File: src/design/mavgx_pkg.sv
// shared constants and types for the moving average crossover block
package mavgx_pkg;

    localparam int PRICE_W   = 32;
    localparam int IDX_W     = 32;
    localparam int WIN_W     = 7;
    localparam int CFG_IDX_W = 8;
    localparam int OUT_W     = ((2 + IDX_W + 7) / 8) * 8;
    localparam int OUT_PAD_W = OUT_W - 2 - IDX_W;

    localparam int DEF_DEPTH = 64;
    localparam logic [WIN_W-1:0] DEF_SHORT = WIN_W'(20);
    localparam logic [WIN_W-1:0] DEF_LONG  = WIN_W'(50);

    localparam logic [CFG_IDX_W-1:0] REG_SHORT_WINDOW = CFG_IDX_W'(0);
    localparam logic [CFG_IDX_W-1:0] REG_LONG_WINDOW  = CFG_IDX_W'(1);

    typedef enum logic [1:0] {
        REL_BELOW = 2'd0,
        REL_EQUAL = 2'd1,
        REL_ABOVE = 2'd2
    } rel_t;

    typedef struct packed {
        logic advance;
        logic push;
        logic restart;
    } ring_ctrl_t;

endpackage

File: src/design/mavgx_ring.sv
// price history ring: one write port, two registered read ports, fill tracking
module mavgx_ring #(
    parameter int HISTORY_DEPTH = mavgx_pkg::DEF_DEPTH
) (
    input  logic                                  clk,
    input  logic                                  rst_n,
    input  mavgx_pkg::ring_ctrl_t                 ctrl,
    input  logic [mavgx_pkg::PRICE_W-1:0]         price,
    input  logic [mavgx_pkg::WIN_W-1:0]           short_len,
    input  logic [mavgx_pkg::WIN_W-1:0]           long_len,
    output logic [mavgx_pkg::PRICE_W-1:0]         old_short,
    output logic [mavgx_pkg::PRICE_W-1:0]         old_long
);
    import mavgx_pkg::*;

    localparam int AW = $clog2(HISTORY_DEPTH);
    localparam int FW = $clog2(HISTORY_DEPTH + 1);

    logic [PRICE_W-1:0] mem [HISTORY_DEPTH];

    logic [AW-1:0]      wp_reg;
    logic [AW-1:0]      wp_next;
    logic [FW-1:0]      fill_reg;
    logic [FW-1:0]      fill_next;
    logic [AW-1:0]      addr_short;
    logic [AW-1:0]      addr_long;
    logic [PRICE_W-1:0] rd_short_reg;
    logic [PRICE_W-1:0] rd_long_reg;
    logic               ok_short_reg;
    logic               ok_long_reg;

    function automatic logic [AW-1:0] back_addr(logic [AW-1:0] wp, logic [WIN_W-1:0] len);
        logic [AW:0] lenx;
        logic [AW:0] wrapped;
        lenx    = (AW+1)'(len);
        wrapped = {1'b0, wp} + (AW+1)'(HISTORY_DEPTH) - lenx;
        if ({1'b0, wp} >= lenx)
            return AW'({1'b0, wp} - lenx);
        else
            return AW'(wrapped);
    endfunction

    always_comb
    begin
        addr_short = back_addr(wp_reg, short_len);
        addr_long  = back_addr(wp_reg, long_len);
        wp_next    = (wp_reg == AW'(HISTORY_DEPTH - 1)) ? '0 : wp_reg + AW'(1);
        fill_next  = (fill_reg == FW'(HISTORY_DEPTH)) ? fill_reg : fill_reg + FW'(1);
    end

    always_ff @(posedge clk)
    begin
        if (ctrl.push)
        begin
            mem[wp_reg] <= price;
        end
        if (ctrl.advance)
        begin
            rd_short_reg <= mem[addr_short];
            rd_long_reg  <= mem[addr_long];
            ok_short_reg <= fill_reg >= FW'(short_len);
            ok_long_reg  <= fill_reg >= FW'(long_len);
        end
    end

    always_ff @(posedge clk or negedge rst_n)
    begin
        if (!rst_n)
        begin
            wp_reg   <= '0;
            fill_reg <= '0;
        end
        else if (ctrl.restart)
        begin
            wp_reg   <= '0;
            fill_reg <= '0;
        end
        else if (ctrl.push)
        begin
            wp_reg   <= wp_next;
            fill_reg <= fill_next;
        end
    end

    // slots never written since restart read as zero
    assign old_short = ok_short_reg ? rd_short_reg : '0;
    assign old_long  = ok_long_reg  ? rd_long_reg  : '0;

    a_fill_bound: assert property (@(posedge clk) disable iff (!rst_n)
        fill_reg <= FW'(HISTORY_DEPTH))
        else $error("fill count above ring depth");

    a_wp_bound: assert property (@(posedge clk) disable iff (!rst_n)
        wp_reg < AW'(HISTORY_DEPTH - 1) || wp_reg == AW'(HISTORY_DEPTH - 1))
        else $error("write pointer outside ring");

    a_fill_tracks_wp: assert property (@(posedge clk) disable iff (!rst_n)
        fill_reg < FW'(HISTORY_DEPTH) |-> FW'(wp_reg) == fill_reg)
        else $error("write pointer and fill count disagree during warm-up");

endmodule

File: config.mk
export PLATFORM = sky130hd
export DESIGN_NAME = mavgx_ring
export DESIGN_NICKNAME = d
export VERILOG_FILES = /design/src/design/mavgx_pkg.sv /design/src/design/mavgx_ring.sv
export SDC_FILE = /design/constraint.sdc
export NUM_CORES = 2
export LEC_CHECK = 0
export BUFFER_PORTS_ARGS = -buffer_cell sky130_fd_sc_hd__buf_2
export CAP_MARGIN = 20
export CORE_MARGIN = 4
export CORE_UTILIZATION = 54
export DETAILED_ROUTE_END_ITERATION = 6
export GPL_ROUTABILITY_DRIVEN = 1
export PLACE_DENSITY = 0.67
export REMOVE_ABC_BUFFERS = 1
export SETUP_SLACK_MARGIN = 0.4
export SYNTH_ARGS = -nofsm -noshare
export SYNTH_HDL_FRONTEND = slang
export SYNTH_SLANG_ARGS = --single-unit
File: constraint.sdc
create_clock -name clk -period 5.9 [get_ports clk]
set_clock_uncertainty 0.15 [all_clocks]
set_input_delay 0.59 -clock clk [delete_from_list [all_inputs] [get_ports clk]]
set_output_delay 0.59 -clock clk [all_outputs]
set_load 0.02 [all_outputs]
==> flow_summary.json <==
{
  "worst_path_clk_slew_ps": 60,
  "static-leakage-power_nw": 34.5,
  "netSwitchingFraction_pct": 26.4,
  "critPathSlowestCell": "or3b_2",
  "timing.critical_path.buf_inv": 2,
  "finalCoreUtilization_pct": 60.9,
  "clk_lat_worst_skew_ps": 860,
  "die-width_um": 434,
  "number_of_buffers_on_the_longest_clock_path": 3,
  "setup-violations-final": 0,
  "netsw_mw": 9.93,
  "timing.max_slew.rel_slack_pct": 18.3,
  "track_usage_pct": 32.1,
  "layout_worst_path_cycle_share_pct": 81.1,
  "synth_async_sr_flop_share_pct": 0.611,
  "n_fill_cell": 12300,
  "netlist-cell-type-count": 49,
  "netlist_instances": 4523,
  "worstPathArrival_ps": 5200,
  "pwr-share-clk_pct": 34.5,
  "drive_gt1_share_pct": 41.0,
  "number_of_optimization_iterations_in_the_first_detailed_route_pass": 7,
  "cells_along_the_critical_path": "inv_1 > ha_4 > fa_4 > nand2b_1 > a21oi_1 > xnor2_1 > or3b_2 > buf_12 > o22ai_1 > nor3_1",
  "die_height_um": 434,
  "crit_path_start_kind": "register",
  "criticalPathCategory": "reg -> reg",
  "cpPeakStageDelay_ps": 820,
  "ioPinCount": 115,
  "holdCritPathClass": "in -> reg",
  "initial_drc_count": 7874,
  "share_comb_of_total_power_pct": 20.3,
  "cap_violations": 0,
  "avgRoutedWirePerCell_um": 40.7,
  "global_route_wire_length_before_repair_um": 416000,
  "synth_enable_flop_cells": 2114,
  "standard_cell_area_after_detailed_placement_sq_um": 103000,
  "synth_sequential_area_ratio_pct": 65.2,
  "worst_ep_required_time_ps": 6320,
  "row_count": 156,
  "number_of_flip_flops_under_the_largest_register_name": 2048,
  "cts_buffers": 215,
  "yosysWarningCount": 0,
  "intPower_mw": 27.7,
  "finish.net_count": 4857,
  "grt-ovfl-total": 0,
  "p_per_area_nw_per_um2": 342,
  "area.growth.synth_to_final_pct": 12.2,
  "critPathLaunch": "wp_reg[0]",
  "viasPerCell": 7.37,
  "post-cts-setup-buffer-count": 0,
  "synth-seq-cells": 2127,
  "clock-sinks": 2127,
  "critPathTopFamily": "simple AND/OR/NAND/NOR gates",
  "seq_power_share_pct": 45.2,
  "irDropWorstVdd_mv": 0.291,
  "detailedPlacementHpwl_um": 177000,
  "drc": 0,
  "tritoncts": "built",
  "total_power_mw": 37.6,
  "wl_met3_um": 34000,
  "final_routed_wirelength_across_all_metal_layers_um": 299000,
  "antenna_found_initial": 16,
  "worstSetupEndpointType": "register",
  "synth.avg_cell_area_sq_um": 21.7,
  "h_tree_levels": 4,
  "max_freq_mhz": 209,
  "die_area_sq_um": 188000,
  "final_design_area_no_fill_sq_um": 110000,
  "wl_met1_um": 109000,
  "run_status": "finished, final reports clean",
  "timing.setup.tns_ps": 0,
  "gp_congestion": 0.851,
  "clock-root-buffer": "clkbuf_16",
  "routed-via-count": 54000,
  "hp-start": "price[21]",
  "vias_in_the_first_global_route": 53700,
  "met2RoutedLength_um": 140000,
  "highest_net_fanout_along_the_worst_path": 23,
  "core-area_sq_um": 181000,
  "number_of_hold_violations_in_the_final_report": 0,
  "regToRegStartpoint": "wp_reg[0]",
  "finalWorstPathRequiredPeriod_ps": 4780,
  "numPortBuffers": 114,
  "yosys_most_used_dff": "edfxtp_1",
  "grt_setup_unrepaired": "no",
  "grt_max_degree": 115,
  "final-max-slew-violation-count": 0,
  "effective_utilization_at_floorplan_pct": 54.2,
  "drt.antenna.violating_nets": 0,
  "mappedNetlistArea_sq_um": 97900,
  "max_slew.worst_pin.slew_ps": 1220,
  "highest-signal-layer": "met5"
}
## area by class of cell
cell class | instances | area [sq um] | share of cell area [%]
repair buffers | 383 | 3580 | 3.26
clock inverters | 135 | 1040 | 0.944
clock buffers | 262 | 5580 | 5.08
multi-input cells | 2032 | 32800 | 29.9
diodes | 7 | 17.5 | 0.0159
inverters | 18 | 67.6 | 0.0615
flip-flops and latches | 2127 | 63800 | 58.1
well taps | 2370 | 2970 | 2.70
## layout by cell type, fill, tap and decap left out, types with 4 or more instances in the layout
| master | Yosys | layout |
|---|---|---|
| a21o_1 | 8 | 8 |
| a21oi_1 | 10 | 10 |
| a32o_1 | 62 | 62 |
| and2_1 | 66 | 66 |
| buf_12 | 0 | 74 |
| buf_2 | 98 | 113 |
| buf_4 | 91 | 179 |
| bufinv_16 | 0 | 10 |
| clkbuf_1 | 136 | 46 |
| clkbuf_16 | 0 | 216 |
| clkinv_1 | 0 | 56 |
| clkinv_2 | 0 | 43 |
| clkinv_8 | 0 | 4 |
| clkinvlp_4 | 0 | 10 |
| dfrtp_1 | 13 | 13 |
| diode_2 | 0 | 7 |
| dlygate4sd3_1 | 0 | 16 |
| edfxtp_1 | 2114 | 2114 |
| ha_1 | 27 | 25 |
| inv_1 | 18 | 18 |
| inv_16 | 0 | 4 |
| inv_6 | 0 | 4 |
| mux2_2 | 126 | 126 |
| mux2i_1 | 70 | 70 |
| mux4_2 | 1152 | 1152 |
| nand2_1 | 145 | 143 |
| nand2b_1 | 11 | 9 |
| nand3_1 | 8 | 8 |
| nand4_1 | 5 | 5 |
| nor2_1 | 84 | 26 |
| nor2_4 | 0 | 58 |
| nor2b_1 | 4 | 4 |
| nor3_1 | 67 | 62 |
| nor3_2 | 2 | 5 |
| o21ai_0 | 10 | 10 |
| o22ai_1 | 126 | 126 |
| xnor2_1 | 8 | 6 |
| xor2_1 | 6 | 4 |
## cell usage after synthesis, types with 3 or more instances
cell type,number,share of area [%]
edfxtp_1,2114,65
mux4_2,1152,26
nand2_1,145,0.56
clkbuf_1,136,0.52
mux2_2,126,1.4
o22ai_1,126,0.80
buf_2,98,0.50
buf_4,91,0.70
nor2_1,84,0.32
mux2i_1,70,0.72
nor3_1,67,0.34
and2_1,66,0.42
a32o_1,62,0.63
ha_1,27,0.34
inv_1,18,0.069
buf_1,13,0.050
dfrtp_1,13,0.33
nand2b_1,11,0.070
a21oi_1,10,0.051
o21ai_0,10,0.051
a21o_1,8,0.061
buf_6,8,0.092
nand3_1,8,0.041
xnor2_1,8,0.072
xor2_1,6,0.054
nand4_1,5,0.032
nor2b_1,4,0.026
nand3b_1,3,0.023
or3_1,3,0.019
## path summary, 6_finish.rpt
path	cells after the start	endpoint	slack (ps)
max	10	rd_long_reg[21]	1120
min	1	mem[6][21]	80
max reg2reg	10	rd_long_reg[21]	1120
min reg2reg	2	fill_reg[4]	490
max in group asynchronous	3	wp_reg[2]	4440
min in group asynchronous	3	wp_reg[0]	700
## power by group through the flow
stage / logic [mW] / registers (mW) / clock network, mW
after CTS: 7.61 / 17.0 / 13.1
after global routing: 8.00 / 17.0 / 13.8
after floorplan: 10.0 / 17.2 / 0
final: 7.64 / 17.0 / 13.0
after detailed placement: 7.59 / 17.3 / 0
after global placement: 7.55 / 17.3 / 0
## cell families after synthesis
logic type	synth area share, %
buf+inv	1.93
flops	65.2
compound gates	1.76
mux	28.7
fa+ha+maj	0.386
simple gates	1.95
xor+xnor	0.158
## per-stage QoR
stage / worst slack (ps) / hold slack, ps / cells
4_1_cts: 1210 / 19.9 / 7298
2_1_floorplan: -15960 / 144 / 4177
6_report: 1120 / 81.3 / 7334
3_5_place_dp: 1220 / 364 / 6897
3_3_place_gp: 1290 / 361 / 6893
5_1_grt: 1020 / 66.3 / 7327
## routing by layer
metal	vias to the layer above	GRT usage (%)
met3	789	7.49
li1	20500	-
met4	14	14.4
met1	29200	44.7
met5	-	0
met2	3577	49.3
## worst reg2reg max path: stages, from the launching register on
cell and delay [ps]:
dfrtp_1 650, inv_1 260, ha_4 230, fa_4 450, nand2b_1 160, a21oi_1 220
xnor2_1 380, or3b_2 830, buf_12 350, o22ai_1 680, nor3_1 140
## timing repair
item | 4_1_cts | 5_1_grt
endpoints found under the setup margin | 0 | 0
resized for setup | 0 | 0
endpoints found under the hold margin | 27 | 80
hold buffers | 4 | 12
Note: power is estimated with default switching activity, not from simulation.
